### config.mk
export PLATFORM = sky130hd
export DESIGN_NAME = keyword_number_identifier_lexer_unit
export DESIGN_NICKNAME = d
export VERILOG_FILES = /design/src/hdl/knil_pkg.sv /design/src/hdl/keyword_number_identifier_lexer_unit.sv /design/src/hdl/knil_scan.sv /design/src/hdl/knil_rq.sv
export SDC_FILE = /design/constraint.sdc
export NUM_CORES = 1
export LEC_CHECK = 0
export ABC_AREA = 1
export BUFFER_PORTS_ARGS = -buffer_cell sky130_fd_sc_hd__buf_2
export CORE_ASPECT_RATIO = 1.25
export CORE_MARGIN = 4
export CORE_UTILIZATION = 63
export CTS_CLUSTER_DIAMETER = 50
export CTS_CLUSTER_SIZE = 30
export DETAILED_ROUTE_END_ITERATION = 6
export PLACE_DENSITY = 0.9
export REMOVE_ABC_BUFFERS = 1
export SLEW_MARGIN = 20
export SYNTH_ARGS = -nofsm -noshare
export SYNTH_HDL_FRONTEND = slang
export SYNTH_HIERARCHICAL = 1
export SYNTH_SLANG_ARGS = --single-unit
### constraint.sdc
create_clock -name clk -period 6.1 [get_ports clk]
set_clock_uncertainty 0.15 [all_clocks]
set_input_delay 0.61 -clock clk [delete_from_list [all_inputs] [get_ports clk]]
set_output_delay 0.61 -clock clk [all_outputs]
set_load 0.01 [all_outputs]
### src/hdl/knil_pkg.sv
// ----------------------------------------------------------------------------
// knil_pkg
// Shared types, character constants and keyword tables for the lexer.
// ----------------------------------------------------------------------------
`default_nettype none

package knil_pkg;

  localparam int POS_BITS_DEFAULT = 16;
  localparam int TOKEN_W          = 16;
  localparam int KW_COUNT         = 6;
  localparam int RQ_DEPTH         = 4;
  localparam int RQ_PTR_W         = $clog2(RQ_DEPTH);

  typedef enum logic [3:0] {
    TK_FUNCTION  = 4'd0,
    TK_LET       = 4'd1,
    TK_TYPE      = 4'd2,
    TK_RETURN    = 4'd3,
    TK_EQ        = 4'd4,
    TK_NUMBER    = 4'd5,
    TK_BOOL      = 4'd6,
    TK_IDENT     = 4'd7,
    TK_SEMICOLON = 4'd8,
    TK_COLON     = 4'd9,
    TK_END       = 4'd10,
    TK_UNKNOWN   = 4'd11
  } token_kind_t;

  typedef enum logic [1:0] {
    MODE_IDLE   = 2'd0,
    MODE_NUMBER = 2'd1,
    MODE_WORD   = 2'd2
  } run_mode_t;

  // Character codes
  localparam logic [7:0] CH_EQ         = 8'h3D;
  localparam logic [7:0] CH_SEMI       = 8'h3B;
  localparam logic [7:0] CH_COLON      = 8'h3A;
  localparam logic [7:0] CH_UNDERSCORE = 8'h5F;
  localparam logic [7:0] CH_ZERO       = 8'h30;
  localparam logic [7:0] CH_NINE       = 8'h39;
  localparam logic [7:0] CH_UPPER_A    = 8'h41;
  localparam logic [7:0] CH_UPPER_Z    = 8'h5A;
  localparam logic [7:0] CH_LOWER_A    = 8'h61;
  localparam logic [7:0] CH_LOWER_Z    = 8'h7A;
  localparam logic [7:0] CH_SPACE      = 8'h20;
  localparam logic [7:0] CH_TAB        = 8'h09;
  localparam logic [7:0] CH_CR         = 8'h0D;

  // Keyword spellings, left aligned, zero padded to eight bytes
  localparam logic [63:0] KW_TEXT [KW_COUNT] = '{
    64'("function"),
    {"let", 40'h0},
    {"type", 32'h0},
    {"return", 16'h0},
    {"true", 32'h0},
    {"false", 24'h0}
  };
  localparam logic [3:0] KW_LEN [KW_COUNT] = '{4'd8, 4'd3, 4'd4, 4'd6, 4'd4, 4'd5};
  localparam token_kind_t KW_TOKEN [KW_COUNT] = '{
    TK_FUNCTION, TK_LET, TK_TYPE, TK_RETURN, TK_BOOL, TK_BOOL
  };

  typedef struct packed {
    token_kind_t          kind;
    logic [TOKEN_W-1:0]   start;
    logic [TOKEN_W-1:0]   length;
    logic                 last;
  } result_t;

  // Up to two results from one item, in order
  typedef struct packed {
    logic [1:0] count;
    result_t    first;
    result_t    second;
  } push_t;

  function automatic logic dec_digit(input logic [7:0] c);
    return c inside {[CH_ZERO:CH_NINE]};
  endfunction

  function automatic logic is_letter(input logic [7:0] c);
    return c inside {[CH_UPPER_A:CH_UPPER_Z], [CH_LOWER_A:CH_LOWER_Z]};
  endfunction

  function automatic logic is_space(input logic [7:0] c);
    return c inside {CH_SPACE, [CH_TAB:CH_CR]};
  endfunction

  // Byte i of keyword k
  function automatic logic [7:0] kw_char(input int k, input logic [2:0] i);
    logic [63:0] s;
    s = KW_TEXT[k] << {i, 3'b000};
    return s[63:56];
  endfunction

endpackage

`default_nettype wire

### src/hdl/keyword_number_identifier_lexer_unit.sv
// Path: a request is held in the input register, then its tokens are written to
// the result queue, from which the output port offers them one at a time.
// Throughput: one request per cycle while the result queue has room and each
// yields at most one token; the single-token output paces two-token requests.
// Reset: synchronous, clears the token state, position and the result queue.
// After the end token, further requests are taken and dropped until reset.
// ----------------------------------------------------------------------------
// keyword_number_identifier_lexer_unit
// Streaming tokenizer for numbers, identifiers, keywords and punctuation.
// ----------------------------------------------------------------------------
`default_nettype none

module keyword_number_identifier_lexer_unit import knil_pkg::*; #(
  parameter int POS_BITS = POS_BITS_DEFAULT
) (
  input  logic               clk,
  input  logic               rst,
  input  logic               src_valid,
  output logic               src_ready,
  input  logic               kind,
  input  logic [7:0]         ch,
  output logic               tok_valid,
  input  logic               tok_ready,
  output logic [3:0]         token_kind,
  output logic [TOKEN_W-1:0] token_start,
  output logic [TOKEN_W-1:0] token_length,
  output logic               last
);

  push_t   push;
  logic    room;
  result_t head;

  // Decode bytes into tokens
  knil_scan #(
    .POS_BITS (POS_BITS)
  ) u_scan (
    .clk       (clk),
    .rst       (rst),
    .src_valid (src_valid),
    .src_ready (src_ready),
    .kind      (kind),
    .ch        (ch),
    .room      (room),
    .push      (push)
  );

  // Queue tokens for the output port
  knil_rq u_rq (
    .clk       (clk),
    .rst       (rst),
    .push      (push),
    .room      (room),
    .tok_valid (tok_valid),
    .tok_ready (tok_ready),
    .head      (head)
  );

  assign token_kind   = head.kind;
  assign token_start  = head.start;
  assign token_length = head.length;
  assign last         = head.last;

endmodule

`default_nettype wire

### src/hdl/knil_scan.sv
// ----------------------------------------------------------------------------
// knil_scan
// Input register, token state and combinational token decision logic.
// ----------------------------------------------------------------------------
`default_nettype none

module knil_scan import knil_pkg::*; #(
  parameter int POS_BITS = POS_BITS_DEFAULT
) (
  input  logic       clk,
  input  logic       rst,
  input  logic       src_valid,
  output logic       src_ready,
  input  logic       kind,
  input  logic [7:0] ch,
  input  logic       room,
  output push_t      push
);

  localparam logic [POS_BITS-1:0] POS_MAX = '1;

  logic                stage_valid;
  logic                stage_kind;
  logic [7:0]          stage_ch;
  logic                advance;

  run_mode_t           run_mode, run_mode_next;
  logic [POS_BITS-1:0] run_start, run_start_next;
  logic [POS_BITS-1:0] run_length, run_length_next;
  logic [KW_COUNT-1:0] keyword_alive, keyword_alive_next;
  logic [POS_BITS-1:0] position, position_next;
  logic                finished, finished_next;

  logic                c_digit, c_letter, c_space;
  logic                flush_valid, fresh_valid;
  token_kind_t         word_kind, fresh_kind;
  result_t             flush_res, fresh_res;

  function automatic logic [POS_BITS-1:0] sat_inc(input logic [POS_BITS-1:0] v);
    return (v == POS_MAX) ? v : v + 1'b1;
  endfunction

  function automatic logic [TOKEN_W-1:0] to_tok(input logic [POS_BITS-1:0] v);
    logic [31:0] w;
    w = 32'(v);
    return w[TOKEN_W-1:0];
  endfunction

  assign advance   = stage_valid && room;
  assign src_ready = !stage_valid || room;

  // Hold one request until the result queue has room
  always_ff @(posedge clk) begin
    if (rst) begin
      stage_valid <= 1'b0;
    end else if (src_valid && src_ready) begin
      stage_valid <= 1'b1;
    end else if (advance) begin
      stage_valid <= 1'b0;
    end
  end

  always_ff @(posedge clk) begin
    if (src_valid && src_ready) begin
      stage_kind <= kind;
      stage_ch   <= ch;
    end
  end

  // Token state
  always_ff @(posedge clk) begin
    if (rst) begin
      run_mode      <= MODE_IDLE;
      run_start     <= '0;
      run_length    <= '0;
      keyword_alive <= '0;
      position      <= '0;
      finished      <= 1'b0;
    end else begin
      run_mode      <= run_mode_next;
      run_start     <= run_start_next;
      run_length    <= run_length_next;
      keyword_alive <= keyword_alive_next;
      position      <= position_next;
      finished      <= finished_next;
    end
  end

  assign c_digit  = dec_digit(stage_ch);
  assign c_letter = is_letter(stage_ch);
  assign c_space  = is_space(stage_ch);

  // Resolve a finished word against the keywords still alive
  always_comb begin
    word_kind = TK_IDENT;
    for (int k = 0; k < KW_COUNT; k++) begin
      if (keyword_alive[k] && run_length == POS_BITS'(KW_LEN[k])) begin
        word_kind = KW_TOKEN[k];
      end
    end
  end

  // Next state and emitted tokens
  always_comb begin
    run_mode_next      = run_mode;
    run_start_next     = run_start;
    run_length_next    = run_length;
    keyword_alive_next = keyword_alive;
    position_next      = position;
    finished_next      = finished;
    flush_valid        = 1'b0;
    fresh_valid        = 1'b0;
    fresh_kind         = TK_UNKNOWN;

    if (advance && !finished) begin
      if (stage_kind) begin
        // End of input: flush, then end token
        flush_valid        = (run_mode != MODE_IDLE);
        fresh_valid        = 1'b1;
        fresh_kind         = TK_END;
        run_mode_next      = MODE_IDLE;
        run_length_next    = '0;
        keyword_alive_next = '0;
        finished_next      = 1'b1;
      end else begin
        position_next = sat_inc(position);
        if (run_mode == MODE_NUMBER && c_digit) begin
          run_length_next = sat_inc(run_length);
        end else if (run_mode == MODE_WORD &&
                     (c_letter || c_digit || stage_ch == CH_UNDERSCORE)) begin
          for (int k = 0; k < KW_COUNT; k++) begin
            if (run_length >= POS_BITS'(KW_LEN[k]) ||
                kw_char(k, run_length[2:0]) != stage_ch) begin
              keyword_alive_next[k] = 1'b0;
            end
          end
          run_length_next = sat_inc(run_length);
        end else begin
          // Close any open run, then treat the byte as a fresh start
          flush_valid        = (run_mode != MODE_IDLE);
          run_mode_next      = MODE_IDLE;
          run_length_next    = '0;
          keyword_alive_next = '0;
          if (c_space) begin
            run_mode_next = MODE_IDLE;
          end else if (c_digit) begin
            run_mode_next   = MODE_NUMBER;
            run_start_next  = position;
            run_length_next = POS_BITS'(1);
          end else if (c_letter) begin
            run_mode_next   = MODE_WORD;
            run_start_next  = position;
            run_length_next = POS_BITS'(1);
            for (int k = 0; k < KW_COUNT; k++) begin
              keyword_alive_next[k] = (kw_char(k, 3'd0) == stage_ch);
            end
          end else begin
            fresh_valid = 1'b1;
            case (stage_ch)
              CH_EQ:    fresh_kind = TK_EQ;
              CH_SEMI:  fresh_kind = TK_SEMICOLON;
              CH_COLON: fresh_kind = TK_COLON;
              default:  fresh_kind = TK_UNKNOWN;
            endcase
          end
        end
      end
    end
  end

  // Build and order the results
  always_comb begin
    flush_res.kind   = (run_mode == MODE_WORD) ? word_kind : TK_NUMBER;
    flush_res.start  = to_tok(run_start);
    flush_res.length = to_tok(run_length);
    flush_res.last   = !fresh_valid;

    fresh_res.kind   = fresh_kind;
    fresh_res.start  = to_tok(position);
    fresh_res.length = stage_kind ? '0 : TOKEN_W'(1);
    fresh_res.last   = 1'b1;

    push.count  = {flush_valid && fresh_valid, flush_valid ^ fresh_valid};
    push.first  = flush_valid ? flush_res : fresh_res;
    push.second = fresh_res;
  end

endmodule

`default_nettype wire

### src/hdl/knil_rq.sv
// ----------------------------------------------------------------------------
// knil_rq
// Small result queue: takes up to two results a cycle when it has room, gives one.
// ----------------------------------------------------------------------------
`default_nettype none

module knil_rq import knil_pkg::*; (
  input  logic    clk,
  input  logic    rst,
  input  push_t   push,
  output logic    room,
  output logic    tok_valid,
  input  logic    tok_ready,
  output result_t head
);

  localparam int CNT_W = RQ_PTR_W + 1;

  result_t             mem [RQ_DEPTH];
  logic [RQ_PTR_W-1:0] wr_ptr, rd_ptr, wr_ptr_p1;
  logic [CNT_W-1:0]    count, count_next;
  logic                pop;

  assign pop        = tok_valid && tok_ready;
  assign tok_valid  = (count != '0);
  assign head       = mem[rd_ptr];
  assign wr_ptr_p1  = wr_ptr + 1'b1;
  // Room for two without looking at this cycle's pop
  assign room       = (count <= CNT_W'(RQ_DEPTH - 2));
  assign count_next = count + CNT_W'(push.count) - CNT_W'(pop);

  // Advance pointers and occupancy
  always_ff @(posedge clk) begin
    if (rst) begin
      wr_ptr <= '0;
      rd_ptr <= '0;
      count  <= '0;
    end else begin
      wr_ptr <= wr_ptr + RQ_PTR_W'(push.count);
      if (pop) begin
        rd_ptr <= rd_ptr + 1'b1;
      end
      count <= count_next;
    end
  end

  // Store results
  always_ff @(posedge clk) begin
    if (push.count != 2'd0) begin
      mem[wr_ptr] <= push.first;
    end
    if (push.count == 2'd2) begin
      mem[wr_ptr_p1] <= push.second;
    end
  end

endmodule

`default_nettype wire

# ---- Yosys cells after proc, flatten, opt, wreduce, memory -nomap -nowiden
# Memory sizes are Yosys's and may differ from the RTL's. A register that Yosys moved wholly into a read port is not among the register bits.
# Cells that the tools add are included.
dict set report totals {
  ff_bits 74
  latchBits 0
  ram_bits 148
  mem_bits_ro 0
  in_bits 13
  output_inout_bits 39
  word_cells 193
  memories 1
}
# name depth width rd rd_ports_with_merged_regs write_ports line
set memory_table {}
lappend memory_table {u_rq.mem 4 37 1 1 2 knil_rq.sv:19} ;# result_t mem [RQ_DEPTH];
dict set report op_classes {
  add_sub_neg 7
  mul 0
  div_mod_pow 0
  n_lt_le_gt_ge 14
  n_eq_ne 33
  shift 6
  mux 63
  bitwise_logic 6
  n_reduce_logical 46
}
# operator n
set op_table {}
lappend op_table {{<< shifter 63 x 6 -> 64 bit (first input constant)} 6}
lappend op_table {{two-way mux 16 bit} 8}
lappend op_table {{== test 16 x 3 -> 1 bit (second input constant)} 3}
lappend op_table {{greater-or-equal comparator 16 x 3 -> 1 bit (second input constant)} 3}
lappend op_table {{inequality test 8 bit} 6}
lappend op_table {{two-way mux 37 bit} 1}
lappend op_table {{two-way mux 6 bit} 6}
lappend op_table {{adder 16 x 1 -> 16 bit (second input constant)} 2}
lappend op_table {{== test 16 bit (second input constant)} 2}
lappend op_table {{== test 7 x 8 -> 1 bit (first input constant)} 4}
lappend op_table {{== test 8 x 6 -> 1 bit (second input constant)} 4}
lappend op_table {{two-way mux 4 bit} 7}
lappend op_table {{two-way mux 1 bit} 25}
lappend op_table {{AND reduction 3 bit} 8}
lappend op_table {{two-way mux 3 bit} 7}
lappend op_table {{inequality test 3 x 2 -> 1 bit (second input constant)} 6}
lappend op_table {{logical AND 1 bit} 17}
lappend op_table {{== test 16 x 2 -> 1 bit (second input constant)} 1}
lappend op_table {{== test 16 x 4 -> 1 bit (second input constant)} 1}
lappend op_table {{greater-or-equal comparator 16 x 2 -> 1 bit (second input constant)} 1}
lappend op_table {{greater-or-equal comparator 16 x 4 -> 1 bit (second input constant)} 1}
lappend op_table {{greater-or-equal comparator 8 x 7 -> 1 bit (second input constant)} 2}
lappend op_table {{less-or-equal comparator 8 x 7 -> 1 bit (second input constant)} 2}
lappend op_table {{two-way mux 2 bit} 8}
lappend op_table {{22 further kinds} 44}

# ---- Longest topological paths before layout
dict set report depth {
  depth_word 14
  mapped_depth 18
  ltp_nobuf 16
}

# ---- By module
# Netlist, hierarchy kept.
# module n_inst cells_each area_each_um2 seq_area_each_um2
set modules_own_cells {}
lappend modules_own_cells {knil_rq 1 790 7716.2 4624.4}
lappend modules_own_cells {knil_scan 1 780 4913.5 1431.4}

# ---- Worst setup path before layout
# OpenSTA, ideal clock, no wires.
dict set report synth_path {
  path_kind {register -> register}
  startpoint {register u_scan.stage_ch[7]}
  endpoint {memory u_rq/mem[0][0] (netlist name), enable pin}
  setup_time_ps 487
  arrival_time_ps 4798
  required_ps 5463
  path_slack_ps 665
  path_stages_with_launch 14
  path_buffers 2
  synth_period_minus_slack_ps 5435
  cell_sequence {edfxtp_1 -> buf_6 -> nor2_2 -> nand3_2 -> nor2_2 -> nand3_2 -> nand2_2 -> nand2_4 -> nand2_4 -> a21oi_4 -> buf_4 -> ha_1 -> nor2_1 -> o31ai_1}
}
# element line
set synth_rtl {}
lappend synth_rtl {{start, declared} knil_scan.sv:24} ;# logic [7:0] stage_ch;
lappend synth_rtl {{start signal, assigned} knil_scan.sv:66} ;# stage_ch <= ch;
lappend synth_rtl {{end, declared} knil_rq.sv:19}

==> results.md <==
* Setup CP Type: reg -> reg
* Port Buffers at 51
* Post-synth ARST share at 0%
* Num CTS Buffers at 18
* CTS tree: yes
* Gpl congestion at ~0.97
* DRT Pass-1 Iters at 6
* Hold buffer count at CTS at 0
* RSZ-0062 raised after global routing: no
* Initial antenna violation count at 0
* Post_cts resized at 0
* Largest net degree at the start of global routing at 76
* Non-Filler Instances at 1838
* DRT antenna net count at 0
* EDFF count, synth at ~160
* Worst r2r path cells at 12
* Hold WC Path Type: in -> reg
* Peak VDD IR at ~230 uV
* GR Overflow Total at 0
* Antenna cell count at 0
* R2r startpoint: u_rq/count[1]
* Vias in the first global route at approximately 11000
* Htree depth at 1
* Netlist cell types at 42
* # fillers at between 1500 and 2000
* Min Tclk post-route at 4857 ps
* CTS Root Cell: clkbuf_16
* Global-route wire length before repair at between 50 and 60 mm
* DIE AREA at about 22000 sq um
* R2r endpoint: u_rq/mem[2][30]
* Setup TNS at 0 ps
* I/O pin count at 52
* Worst setup startpoint: u_rq/count[1]
* Max_cap viols at 0
* Setup slack, reg-to-reg at between 1000 and 1500 ps
* Die Wd at between 100 and 150 um
* Hpwl dp at 20.41 mm
* Critical Path End Type: register
* Die Span Y at 166.3 um
* Synth warn at 6
* Row count at between 50 and 60
* #FFs+latches synth at roughly 220
* Arrival @ worst endpoint at approximately 4900 ps
* Multi-input gate area at 5461 sq um
* Sequential cell area at about 6100 sq um
* Final setup viols at 0
* Post-synthesis sequential area ratio at around 48%
* Net count, final at approximately 1600
* Routed via count at around 11000
* Mapped cell area at around 13000 sq um
* Max frequency at roughly 210 MHz
* CORE AREA at slightly below 20000 sq um
* Leakage power at a little under 5 nW
* Share of layout cells above drive strength 1 at a little under a tenth
* Most used flip-flop cell after synthesis: edfxtp_1
* Starting density of the core at around 64%
* Worst setup endpoint: u_rq/mem[2][30]
* Total Wirelength at 31.73 mm
* Endpoints failing hold at 0
* Wire per inst at ~17 um
* Max-slew violation count at 0
* Outcome: finished clean
* Synth Area per Inst at between 8 and 9 sq um
* CTS Buffer Depth at 3
* Syn Inst Count at approximately 1600
* Cells after DPL at around 1800
* Worst path required time at just over 6000 ps
* Iter 0 DRT Violations at 1276
* Total GRT Usage at about 28%
* Vias/cell at approximately 6
* Final worst-path cycle share at approximately four fifths
* Detailed-route DRC error count at 0
* Max_slew headroom at 25.25%
* Clock-pin slew on the worst setup and hold paths at ~80 ps
* P&R area growth vs syn at 5.429%
* Power Dens Cells at 313.2 nW/um^2
* Setup bufs post-CTS at 0
* Worst Max-Slew Pin Slew at about 1100 ps
* Max FO, Critical Path at 35
* CTS Sinks at roughly 220
* Clk Latency, worst-skew pair at between 500 and 600 ps
* Crit path launch type: register
## area by class of cell
class / count / share of cell area, %
clock buffers: 19 / 3.411
clock inverters: 13 / 1.381
inverters: 132 / 3.730
multi-input cells: 1124 / 41.02
flip-flops and latches: 224 / 45.49
well taps: 265 / 2.490
repair buffers: 61 / 2.481
## critical path: stages, from the launching register on
cell	delay, ps
dfxtp_1	330
a21oi_1	210
nand2_1	300
inv_2	320
nand2_2	110
nand2_4	120
nand2_4	130
a21oi_4	700
ha_1	460
nor2_8	180
nand3_2	540
o31ai_4	500
buf_4	450
## report_power, final
| part | total (W) | switching, W | internal, W | leakage (nW) |
|---|---|---|---|---|
| Clock | 0.00126 | 0.000623 | 0.000633 | 0.307 |
| Combinational | 0.00104 | 0.000726 | 0.000310 | 2.62 |
| Sequential | 0.00188 | 0.0000774 | 0.00180 | 1.95 |
| Total | 0.00417 | 0.00143 | 0.00274 | 4.88 |
## sequential cells by signal, indices dropped and copies added, names as in the netlist, named ones only
name                  count
u_rq/mem                148
u_rq/count                3
u_scan/stage_ch           8
u_scan/run_start         16
u_scan/stage_kind         1
u_scan/position          16
u_scan/finished           1
u_scan/stage_valid        1
u_scan/run_mode           2
u_scan/keyword_alive      6
u_rq/wr_ptr               2
u_rq/rd_ptr               2
u_scan/run_length        16
## cells in the final DEF, fill, tap and decap left out, types with 38 or more instances in the layout
master / instances
o21ai_0: 173
buf_2: 51
o21ai_1: 98
dfxtp_1: 66
edfxtp_1: 157
inv_1: 118
o22ai_1: 38
nand3_1: 63
nand2_1: 349
nor2_1: 205
a21oi_1: 41
## logic make-up after synthesis
family	after synthesis	synth area share, %
AND/OR/NAND/NOR	709	24.21
AO/OA/AOI/OAI	369	15.53
buffers and inverters	236	9.659
flip-flops	224	47.95
XOR/XNOR	15	1.040
adder cells (fa/ha/maj)	15	1.545
other	2	0.05946
## synth_stat cells, types with 6 or more instances
cell / instances / area, sq um
o21ai_1: 98 / 490.5
nand2_4: 6 / 67.56
inv_2: 11 / 41.29
clkbuf_1: 29 / 108.9
nor2_1: 205 / 769.5
inv_1: 120 / 450.4
xor2_1: 15 / 131.4
nand2_1: 349 / 1310
nand3_2: 9 / 90.09
dfxtp_1: 67 / 1341
edfxtp_1: 157 / 4715
o21ai_2: 10 / 87.58
a21oi_1: 41 / 205.2
buf_4: 27 / 202.7
nand3_1: 63 / 315.3
o21ai_0: 173 / 865.8
buf_6: 26 / 292.8
buf_2: 20 / 100.1
nand4_1: 22 / 137.6
o22ai_1: 38 / 237.7
nor3_1: 31 / 155.2
ha_1: 14 / 175.2
## layer usage
layer  routed length [um]  track usage, %
met1                12120           36.11
met2                15670           47.09
met3                 3114           3.818
met4                  833           11.25
met5                    0               0
## how the worst min path moves through the flow
stage / cells past startpoint / slack, ps / endpoint / start
after CTS: 1 / 110 / u_scan/stage_ch[3] / ch[3]
after detailed placement: 2 / 330 / u_scan/keyword_alive[3] / u_scan/keyword_alive[3]
after global placement: 2 / 310 / register / u_rq/rd_ptr[0]
after floorplan: 2 / 300 / u_scan/finished / u_scan/finished
final: 1 / 120 / u_scan/stage_ch[3] / ch[3]
after global routing: 1 / 110 / u_scan/stage_ch[3] / ch[3]
## through the flow
step	cell area, sq um	utilization [%]	hold slack (ps)	worst slack (ps)	power (W)
after floorplan	11960	-	296.4	408.5	0.002536
after global placement	12680	64.63	307.4	1472	0.002906
after detailed placement	12680	64.63	325.7	1322	0.002936
after CTS	13310	67.89	105.3	1311	0.004173
after global routing	13320	67.89	109.2	893.6	0.004368
final	13320	67.89	117.4	1243	0.004171
Note: power is estimated with default switching activity, not from simulation.
